### config.mk
export PLATFORM = sky130hd
export DESIGN_NAME = indexed_ordered_list_engine
export DESIGN_NICKNAME = d
export VERILOG_FILES = /design/src/sv/iole_pkg.sv /design/src/sv/iole_cell.sv /design/src/sv/iole_scan.sv /design/src/sv/indexed_ordered_list_engine.sv
export VERILOG_INCLUDE_DIRS = /design/src /design/src/sv
export SDC_FILE = /design/constraint.sdc
export NUM_CORES = 2
export LEC_CHECK = 0
export BUFFER_PORTS_ARGS = -buffer_cell sky130_fd_sc_hd__buf_2
export CAP_MARGIN = 15
export CORE_ASPECT_RATIO = 0.7
export CORE_UTILIZATION = 45
export CTS_CLUSTER_SIZE = 20
export DETAILED_ROUTE_END_ITERATION = 10
export HOLD_SLACK_MARGIN = 0.02
export PLACE_DENSITY_LB_ADDON = 0.3
export SLEW_MARGIN = 20
export SYNTH_ARGS = -nofsm -noshare
export SYNTH_HDL_FRONTEND = slang
export SYNTH_SLANG_ARGS = --single-unit
export TNS_END_PERCENT = 50
### constraint.sdc
create_clock -name aclk -period 12.8 [get_ports aclk]
set_input_delay 1.28 -clock aclk [delete_from_list [all_inputs] [get_ports aclk]]
set_output_delay 1.28 -clock aclk [all_outputs]
set_load 0.02 [all_outputs]
### src/sv/indexed_ordered_list_engine_macros.svh
// ----------------------------------------------------------------------------
// indexed ordered list engine assertion macros
// shared concurrent assertion shorthands for the list engine
// ----------------------------------------------------------------------------
`ifndef INDEXED_ORDERED_LIST_ENGINE_MACROS_SVH
`define INDEXED_ORDERED_LIST_ENGINE_MACROS_SVH

// same-cycle implication, disabled while reset is asserted
`define IOLE_ASSERT_IMPLIES(label, clk, rstn, ante, cons, msg) \
    label: assert property (@(posedge clk) disable iff (!rstn) (ante) |-> (cons)) \
        else $error(msg);

// next-cycle implication, disabled while reset is asserted
`define IOLE_ASSERT_NEXT(label, clk, rstn, ante, cons, msg) \
    label: assert property (@(posedge clk) disable iff (!rstn) (ante) |=> (cons)) \
        else $error(msg);

`endif

### src/sv/iole_pkg.sv
// ----------------------------------------------------------------------------
// iole_pkg
// shared types and constants of the indexed ordered list engine
// ----------------------------------------------------------------------------
package iole_pkg;

    localparam int DEPTH_DEFAULT         = 16;
    localparam int ELEMENT_WIDTH_DEFAULT = 32;

    // fixed field widths of the transaction ports
    localparam int OP_W     = 3;
    localparam int POS_W    = 5;
    localparam int VALUE_W  = 32;
    localparam int STATUS_W = 2;
    localparam int FOUND_W  = 4;
    localparam int LEN_W    = 5;

    // match bits examined per cycle by the search scanner
    localparam int SCAN_CHUNK = 8;

    typedef enum logic [OP_W-1:0] {
        OP_APPEND = 3'd0,
        OP_INSERT = 3'd1,
        OP_GET    = 3'd2,
        OP_SET    = 3'd3,
        OP_REMOVE = 3'd4,
        OP_FIND   = 3'd5,
        OP_CLEAR  = 3'd6
    } iole_op_t;

    typedef enum logic [STATUS_W-1:0] {
        STAT_OK    = 2'd0,
        STAT_RANGE = 2'd1,
        STAT_FULL  = 2'd2,
        STAT_MISS  = 2'd3
    } iole_status_t;

    typedef enum logic [1:0] {
        ST_IDLE,
        ST_EXEC,
        ST_SCAN
    } iole_state_t;

    // per-cell update command
    typedef struct packed {
        logic load;
        logic shift_up;
        logic shift_down;
    } iole_cell_ctrl_t;

    // search scanner report
    typedef struct packed {
        logic               done;
        logic               hit;
        logic [FOUND_W-1:0] index;
    } iole_scan_res_t;

endpackage

### src/sv/iole_cell.sv
// ----------------------------------------------------------------------------
// iole_cell
// one list slot: holds an element, shifts with its neighbors, compares
// ----------------------------------------------------------------------------
module iole_cell #(
    parameter int ELEMENT_WIDTH = iole_pkg::ELEMENT_WIDTH_DEFAULT
) (
    input  logic                        aclk,
    input  iole_pkg::iole_cell_ctrl_t   ctrl,
    input  logic [ELEMENT_WIDTH-1:0]    load_data,
    input  logic [ELEMENT_WIDTH-1:0]    prev_data,
    input  logic [ELEMENT_WIDTH-1:0]    next_data,
    input  logic [ELEMENT_WIDTH-1:0]    cmp_data,
    output logic [ELEMENT_WIDTH-1:0]    entry,
    output logic                        match
);

    logic [ELEMENT_WIDTH-1:0] entry_reg;

    always_ff @(posedge aclk) begin
        if (ctrl.load) begin
            entry_reg <= load_data;
        end else if (ctrl.shift_up) begin
            entry_reg <= prev_data;
        end else if (ctrl.shift_down) begin
            entry_reg <= next_data;
        end
    end

    assign entry = entry_reg;
    assign match = (entry_reg == cmp_data);

endmodule

### src/sv/iole_scan.sv
// ----------------------------------------------------------------------------
// iole_scan
// first-match search over the cell match bits, one chunk per cycle
// ----------------------------------------------------------------------------
module iole_scan #(
    parameter int DEPTH = iole_pkg::DEPTH_DEFAULT
) (
    input  logic                            aclk,
    input  logic                            aresetn,
    input  logic                            start,
    input  logic [DEPTH-1:0]                match_vec,
    input  logic [$clog2(DEPTH+1)-1:0]      count,
    output iole_pkg::iole_scan_res_t        res
);

    localparam int CHUNK  = iole_pkg::SCAN_CHUNK;
    localparam int SCAN_W = ((DEPTH + CHUNK - 1) / CHUNK) * CHUNK;
    localparam int SB_W   = $clog2(SCAN_W + CHUNK + 1);
    localparam int ENC_W  = $clog2(CHUNK);

    logic [SCAN_W-1:0] vec_reg;
    logic [SB_W-1:0]   base_reg;
    logic              busy_reg;

    logic [CHUNK-1:0]  chunk;
    logic [ENC_W-1:0]  enc;
    logic              any_hit;
    logic              last_chunk;
    logic [SB_W-1:0]   hit_idx;

    assign chunk = vec_reg[CHUNK-1:0];

    // lowest set bit of the current chunk
    always_comb begin
        enc = '0;
        for (int k = CHUNK - 1; k >= 0; k--) begin
            if (chunk[k]) begin
                enc = ENC_W'(k);
            end
        end
    end

    assign any_hit    = |chunk;
    assign last_chunk = (base_reg + SB_W'(CHUNK)) >= SB_W'(count);
    assign hit_idx    = base_reg + SB_W'(enc);

    assign res.done  = busy_reg && (any_hit || last_chunk);
    assign res.hit   = any_hit;
    assign res.index = hit_idx[iole_pkg::FOUND_W-1:0];

    always_ff @(posedge aclk) begin
        if (!aresetn) begin
            busy_reg <= 1'b0;
        end else if (start) begin
            busy_reg <= 1'b1;
        end else if (res.done) begin
            busy_reg <= 1'b0;
        end
    end

    always_ff @(posedge aclk) begin
        if (start) begin
            vec_reg  <= SCAN_W'(match_vec);
            base_reg <= '0;
        end else if (busy_reg) begin
            vec_reg  <= vec_reg >> CHUNK;
            base_reg <= base_reg + SB_W'(CHUNK);
        end
    end

endmodule

### src/sv/indexed_ordered_list_engine.sv
// ----------------------------------------------------------------------------
// indexed_ordered_list_engine
// ordered list of element words with indexed insert, remove and search
// ----------------------------------------------------------------------------
// usage:
//   s_ channel carries one request per transaction: s_operation selects
//   append, insert, get, set, remove, find or clear; s_position is the
//   target index and s_element_value the word to store or search for
//   m_ channel returns one result per request: status, read or removed
//   word, found index, list length after the request and an empty flag
//   flow: the accept edge latches the request, the execute state lets the
//   affected cells shift or load in parallel, then the result is loaded
//   into the output register and m_valid rises, for all but find; a new
//   request is taken only once the previous result is in that register
//   a find adds a scan by the chunked first-match scanner over 8-bit
//   chunks, stopping at the first match or at the end of the length
//   a stalled receiver holds the result in the output register; the next
//   request is taken in the cycle that result is consumed
//   reset clears the length and the handshake state; the cell contents
//   are not reset and are only read below the length
// ----------------------------------------------------------------------------
`include "indexed_ordered_list_engine_macros.svh"

module indexed_ordered_list_engine #(
    parameter int DEPTH         = iole_pkg::DEPTH_DEFAULT,
    parameter int ELEMENT_WIDTH = iole_pkg::ELEMENT_WIDTH_DEFAULT
) (
    input  logic                              aclk,
    input  logic                              aresetn,

    input  logic                              s_valid,
    output logic                              s_ready,
    input  logic [iole_pkg::OP_W-1:0]         s_operation,
    input  logic [iole_pkg::POS_W-1:0]        s_position,
    input  logic [iole_pkg::VALUE_W-1:0]      s_element_value,

    output logic                              m_valid,
    input  logic                              m_ready,
    output logic [iole_pkg::STATUS_W-1:0]     m_status,
    output logic [iole_pkg::VALUE_W-1:0]      m_read_value,
    output logic [iole_pkg::FOUND_W-1:0]      m_found_index,
    output logic [iole_pkg::LEN_W-1:0]        m_list_length,
    output logic                              m_is_empty
);

    localparam int CNT_W = $clog2(DEPTH + 1);
    localparam int IDX_W = $clog2(DEPTH);
    // compare width wide enough for both the position field and the length
    localparam int PW    = (CNT_W > iole_pkg::POS_W) ? CNT_W : iole_pkg::POS_W;

    // control state
    iole_pkg::iole_state_t  state_reg, state_next;
    logic [CNT_W-1:0]       count_reg, count_next;
    logic                   m_valid_reg;

    // latched request
    iole_pkg::iole_op_t             op_reg;
    logic [iole_pkg::POS_W-1:0]     pos_reg;
    logic [ELEMENT_WIDTH-1:0]       val_reg;

    // result register
    iole_pkg::iole_status_t         status_reg;
    logic [iole_pkg::VALUE_W-1:0]   read_reg;
    logic [iole_pkg::FOUND_W-1:0]   found_reg;
    logic [iole_pkg::LEN_W-1:0]     len_reg;
    logic                           empty_reg;

    // result being loaded
    logic                           out_load;
    iole_pkg::iole_status_t         out_status;
    logic [iole_pkg::VALUE_W-1:0]   out_read;
    logic [iole_pkg::FOUND_W-1:0]   out_found;

    // execute-cycle decode
    logic                           exec;
    logic [PW-1:0]                  pos_w;
    logic [PW-1:0]                  cnt_w;
    logic                           list_full;
    logic                           do_append, do_insert, do_set, do_remove;
    iole_pkg::iole_status_t         exec_status;
    logic [iole_pkg::VALUE_W-1:0]   exec_read;

    // cell chain
    logic [ELEMENT_WIDTH-1:0]       cell_q    [DEPTH];
    logic [ELEMENT_WIDTH-1:0]       cell_prev [DEPTH];
    logic [ELEMENT_WIDTH-1:0]       cell_next [DEPTH];
    iole_pkg::iole_cell_ctrl_t      cell_ctrl [DEPTH];
    logic [DEPTH-1:0]               cell_match;
    logic [DEPTH-1:0]               match_vec;

    iole_pkg::iole_scan_res_t       scan_res;
    logic                           scan_start;

    // take a request only when idle and the result slot is free or draining
    assign s_ready = (state_reg == iole_pkg::ST_IDLE) && (!m_valid_reg || m_ready);

    always_ff @(posedge aclk) begin
        if (s_valid && s_ready) begin
            op_reg  <= iole_pkg::iole_op_t'(s_operation);
            pos_reg <= s_position;
            val_reg <= ELEMENT_WIDTH'(s_element_value);
        end
    end

    assign exec      = (state_reg == iole_pkg::ST_EXEC);
    assign pos_w     = PW'(pos_reg);
    assign cnt_w     = PW'(count_reg);
    assign list_full = (count_reg == CNT_W'(DEPTH));

    // request decode and length update, only active in the execute cycle
    always_comb begin
        do_append   = 1'b0;
        do_insert   = 1'b0;
        do_set      = 1'b0;
        do_remove   = 1'b0;
        exec_status = iole_pkg::STAT_OK;
        exec_read   = '0;
        count_next  = count_reg;
        if (exec) begin
            case (op_reg)
                iole_pkg::OP_APPEND: begin
                    if (list_full) begin
                        exec_status = iole_pkg::STAT_FULL;
                    end else begin
                        do_append  = 1'b1;
                        count_next = count_reg + 1'b1;
                    end
                end
                iole_pkg::OP_INSERT: begin
                    if (pos_w > cnt_w) begin
                        exec_status = iole_pkg::STAT_RANGE;
                    end else if (list_full) begin
                        exec_status = iole_pkg::STAT_FULL;
                    end else begin
                        do_insert  = 1'b1;
                        count_next = count_reg + 1'b1;
                    end
                end
                iole_pkg::OP_GET: begin
                    if (pos_w >= cnt_w) begin
                        exec_status = iole_pkg::STAT_RANGE;
                    end else begin
                        exec_read = iole_pkg::VALUE_W'(cell_q[pos_w[IDX_W-1:0]]);
                    end
                end
                iole_pkg::OP_SET: begin
                    if (pos_w >= cnt_w) begin
                        exec_status = iole_pkg::STAT_RANGE;
                    end else begin
                        do_set = 1'b1;
                    end
                end
                iole_pkg::OP_REMOVE: begin
                    if (pos_w >= cnt_w) begin
                        exec_status = iole_pkg::STAT_RANGE;
                    end else begin
                        exec_read  = iole_pkg::VALUE_W'(cell_q[pos_w[IDX_W-1:0]]);
                        do_remove  = 1'b1;
                        count_next = count_reg - 1'b1;
                    end
                end
                iole_pkg::OP_FIND: begin
                    // result comes from the scanner
                end
                iole_pkg::OP_CLEAR: begin
                    count_next = '0;
                end
                default: begin
                    // unused code: no change, plain ok result
                end
            endcase
        end
    end

    // cell chain: each cell knows its own index and decodes its command
    for (genvar i = 0; i < DEPTH; i++) begin : g_cell
        localparam logic [PW-1:0] IDX  = PW'(i);
        localparam logic [PW-1:0] IDX1 = PW'(i + 1);

        if (i == 0) begin : g_first
            assign cell_prev[i] = '0;
        end else begin : g_mid_lo
            assign cell_prev[i] = cell_q[i-1];
        end

        if (i == DEPTH - 1) begin : g_last
            assign cell_next[i] = '0;
        end else begin : g_mid_hi
            assign cell_next[i] = cell_q[i+1];
        end

        // append writes the slot at the length, insert and set the target slot
        assign cell_ctrl[i].load = (do_append && (cnt_w == IDX))
                                || ((do_insert || do_set) && (pos_w == IDX));
        // insert opens a gap: slots above the target up to the old length move up
        assign cell_ctrl[i].shift_up   = do_insert && (IDX > pos_w) && (IDX <= cnt_w);
        // remove closes the gap: slots from the target take their upper neighbor
        assign cell_ctrl[i].shift_down = do_remove && (IDX >= pos_w) && (IDX1 < cnt_w);

        iole_cell #(
            .ELEMENT_WIDTH (ELEMENT_WIDTH)
        ) u_cell (
            .aclk      (aclk),
            .ctrl      (cell_ctrl[i]),
            .load_data (val_reg),
            .prev_data (cell_prev[i]),
            .next_data (cell_next[i]),
            .cmp_data  (val_reg),
            .entry     (cell_q[i]),
            .match     (cell_match[i])
        );

        // only stored slots can match
        assign match_vec[i] = cell_match[i] && (IDX < cnt_w);
    end

    assign scan_start = exec && (op_reg == iole_pkg::OP_FIND);

    iole_scan #(
        .DEPTH (DEPTH)
    ) u_scan (
        .aclk      (aclk),
        .aresetn   (aresetn),
        .start     (scan_start),
        .match_vec (match_vec),
        .count     (count_reg),
        .res       (scan_res)
    );

    // sequencer
    always_ff @(posedge aclk) begin
        if (!aresetn) begin
            state_reg <= iole_pkg::ST_IDLE;
            count_reg <= '0;
        end else begin
            state_reg <= state_next;
            count_reg <= count_next;
        end
    end

    always_comb begin
        state_next = state_reg;
        out_load   = 1'b0;
        out_status = iole_pkg::STAT_OK;
        out_read   = '0;
        out_found  = '0;
        case (state_reg)
            iole_pkg::ST_IDLE: begin
                if (s_valid && s_ready) begin
                    state_next = iole_pkg::ST_EXEC;
                end
            end
            iole_pkg::ST_EXEC: begin
                if (op_reg == iole_pkg::OP_FIND) begin
                    state_next = iole_pkg::ST_SCAN;
                end else begin
                    state_next = iole_pkg::ST_IDLE;
                    out_load   = 1'b1;
                    out_status = exec_status;
                    out_read   = exec_read;
                end
            end
            iole_pkg::ST_SCAN: begin
                if (scan_res.done) begin
                    state_next = iole_pkg::ST_IDLE;
                    out_load   = 1'b1;
                    out_status = scan_res.hit ? iole_pkg::STAT_OK : iole_pkg::STAT_MISS;
                    out_found  = scan_res.hit ? scan_res.index : '0;
                end
            end
            default: begin
                state_next = iole_pkg::ST_IDLE;
            end
        endcase
    end

    // output register
    always_ff @(posedge aclk) begin
        if (!aresetn) begin
            m_valid_reg <= 1'b0;
        end else if (out_load) begin
            m_valid_reg <= 1'b1;
        end else if (m_ready) begin
            m_valid_reg <= 1'b0;
        end
    end

    always_ff @(posedge aclk) begin
        if (out_load) begin
            status_reg <= out_status;
            read_reg   <= out_read;
            found_reg  <= out_found;
            len_reg    <= iole_pkg::LEN_W'(count_next);
            empty_reg  <= (count_next == '0);
        end
    end

    assign m_valid       = m_valid_reg;
    assign m_status      = status_reg;
    assign m_read_value  = read_reg;
    assign m_found_index = found_reg;
    assign m_list_length = len_reg;
    assign m_is_empty    = empty_reg;

    // checks
    `IOLE_ASSERT_IMPLIES(a_len_bound, aclk, aresetn, 1'b1, count_reg <= CNT_W'(DEPTH), "length above depth")

    `IOLE_ASSERT_NEXT(a_exec_result, aclk, aresetn, exec && (op_reg != iole_pkg::OP_FIND), m_valid_reg, "no result after execute")

    `IOLE_ASSERT_NEXT(a_remove_len, aclk, aresetn, do_remove, count_reg == $past(count_reg) - 1'b1, "remove did not shrink list")

    `IOLE_ASSERT_IMPLIES(a_empty_flag, aclk, aresetn, m_valid_reg, empty_reg == (len_reg == '0), "empty flag disagrees with length")

endmodule
==> results.md <==
- Commonest non-fill, non-tap cells in the layout: 870 x mux2_2, 612 x edfxtp_1, 289 x xor2_1
- Critical path origin: cnt_w[4]$_SDFF_PN0_
- Hold EP: state_reg[0]$_SDFFE_PN0P_
- Total GRT Usage: 31.3%
- Final Critical Period: roughly 5.3 ns
- Post-route clock skew: approximately 0.036 ns
- Post-synthesis cell count: 3,289
- RSZ-0062 raised after global routing: no
- Most common library cell in the layout ignoring fill and taps: mux2_2
- CTS Root Cell: clkbuf_16
- Fin Setup TNS: 0 ns
- R2r endpoint: g_cell[3].u_cell.entry[26]$_DFFE_PP_
- Placed Instance Area: between 0.04 and 0.05 mm²
- Leakage: 15.6 nW
- Critical path type: flip-flop to flip-flop
- Routability Congestion: 1.06
- Worst Path Arrival: roughly 5.6 ns
- Top FF cell, synth: edfxtp_1
- Max cap viols: 0
- Hold Crit Class: flip-flop to flip-flop
- Yosys top cell area share: approximately 43%
- Initial drt markers: just over 4,000
- Initial antenna violation count: 5
- Failing checks: design-rule violations
- Routed Antenna Nets: 0
- Fillers: a little over 8,000
- Seq/Total Area, Yosys: 43.8%
- R2R Setup Slk: 7.47 ns
- Max FFs per register: 512
- Worst Setup Slack, final: 7.47 ns
- Clock sinks: 623
- Bufs on Longest Clock Path: 3
- Period Utilization, post-route: 41.6%
- Remaining DRCs: 10
- Max VDD drop: 92.7 µV
- Fin. Hold Viols: 0
- Vias in the first global route: 27,905
- DR WL met3: between 20 and 25 mm
- FF+latch area: 0.0186 mm²
- Area of the multi-input gates: approximately 0.023 mm²
- Met1 WL: between 60 and 70 mm
- Synth Register Bits: 623
- Die Y: 259 µm
- Yosys warns: 0
- Area leader, netlist: edfxtp_1
- Max Used Layer: met4
- Total wire length: 151 mm
- GRT overflow: 0
- Slew of the pin with the lowest slew margin: 1.13 ns
- Largest net degree at the start of global routing: 116
- Setup Slack @ Placement: 7.54 ns
- Share of layout cells above drive strength 1: between 40% and 50%
- Std-Cell Rows: 93
- Final Cell Area: 0.0464 mm²
- Clock latency on the worst-skew pair: between 0.6 and 0.7 ns
- Number of setup violations in the final report: 0
- CP Capture Type: flip-flop
- Setup bufs post-CTS: 0
- PostCTS Resize Cnt: 0
- Die ar.: approximately 0.096 mm²
- Global-route wire length before repair: 215 mm
- Status: complete, but fails checks
- H-tree depth: 3
- Placed insts: 4,395
- Syn Area/Cell: 12.9 µm²
- Die W: between 300 and 400 µm
- CTS tree: yes
- DR WL/cell: 33.5 µm
- Hold path depth: 2
- Slew HR: around a quarter
- Post-synth ARST share: 0%
- CP max FO: 33
- Synthesized area: about 0.042 mm²
- Fin. max-slew vios: 0
- CTS Buf Count: 70
- Core Box Area: roughly 0.093 mm²
- First drt pass iteration count: 8
- Port buffer count: 89
- Vias per cell: 6.50
- FF-to-FF path depth: 9
- Synth-to-Final Area Change: 9.23%
- Non-filler instance count after layout: 4,519
- HPWL Detailed: 108 mm
- Area contributors post-synth: edfxtp_1 43%, mux2_2 23%, xor2_1 6.0%
- Critical Path Source Type: flip-flop
- Worst Hold Launch: state_reg[0]$_SDFFE_PN0P_
- Reg2Reg Launch Point: cnt_w[4]$_SDFF_PN0_
- Met2 wire len: 62.0 mm
- Hold_buf cts: 0
- Initial Utilization: between 40% and 50%
- Worst-path clk slew: roughly 0.06 ns
- Total number of vias: between 20,000 and 30,000
- Syn_nets: 3,348
- Post-synth cell types: 74
- # IOs: 90
- Power Dens Cells: roughly 100 mW/mm²
- Post-layout net count: 3,291
- Peak Freq: ~0.19 GHz
- CP required: roughly 13 ns
- Post-synth EDFFs: slightly above 600
## power breakdown
group | switching [W] | internal [W] | total, W | leakage [nW]
sequential | 0.0000152 | 0.00223 | 0.00225 | 5.70
clock | 0.000905 | 0.00115 | 0.00206 | 1.09
combinational | 0.000382 | 0.000167 | 0.000548 | 8.78
## routing by layer
metal / track usage, % / vias up
met4: 7.22 / 0
met3: 14.0 / 166
met1: 44.9 / 15121
met2: 42.6 / 1640
met5: 0 / -
li1: - / 12434
## synth_stat cells (42+ instances only)
library cell,instances
clkbuf_1,183
nand2_1,53
buf_2,73
nor4_1,89
nand4_1,80
mux2i_1,128
a21oi_1,52
buf_1,42
xnor2_1,228
mux2_4,58
edfxtp_1,612
mux4_2,64
mux2_2,870
xor2_1,289
o21ai_0,49
## kinds of logic after synthesis
family / share of synthesized area [%]
muxes: 31.5
xor gates and xnor gates: 10.7
buffers and inverters: 3.26
DFF: 43.8
and+or+nand+nor: 5.28
adders and majority gates: 0.442
AOI/OAI and AO/OA: 5.09
## critical path, stage by stage (launching register included)
cell and delay, ns:
dfxtp_1 0.64, clkinv_1 0.42, ha_1 0.46, a21oi_2 0.21, o221ai_2 0.21, a21o_1 0.22
buf_4 0.26, a21oi_1 0.67, a31o_2 0.92, or3_2 0.85
## worst max-delay path by stage
| stage | to | slack, ns |
|---|---|---|
| 4_1_cts | g_cell[3].u_cell.entry[22]$_DFFE_PP_ | 7.53 |
| 3_3_place_gp | g_cell[3].u_cell.entry[19]$_DFFE_PP_ | 7.71 |
| 3_5_place_dp | g_cell[3].u_cell.entry[26]$_DFFE_PP_ | 7.54 |
| 6_report | g_cell[3].u_cell.entry[26]$_DFFE_PP_ | 7.47 |
| 5_1_grt | g_cell[3].u_cell.entry[20]$_DFFE_PP_ | 7.24 |
| 2_1_floorplan | g_cell[5].u_cell.entry[0]$_DFFE_PP_ | 6.43 |
## final cells by class
type,instances,share of cell area [%]
inverter,17,0.137
tap,1235,3.33
sequential,623,40.1
timing repair buffer,179,2.44
antenna,1,0.00539
clock buffer,89,4.02
clock inverter,34,0.725
multi-input combinational,2341,49.3
## stage by stage
step	total power, W	hold slack (ns)	utilization [%]
CTS	0.00485	0.536	50.0
finish	0.00486	0.521	50.1
global placement	0.00282	0.492	47.7
floorplan	0.00261	0.473	-
global route	0.00496	0.564	50.1
detailed placement	0.00282	0.529	47.7
(Power assumes the default switching activity.)
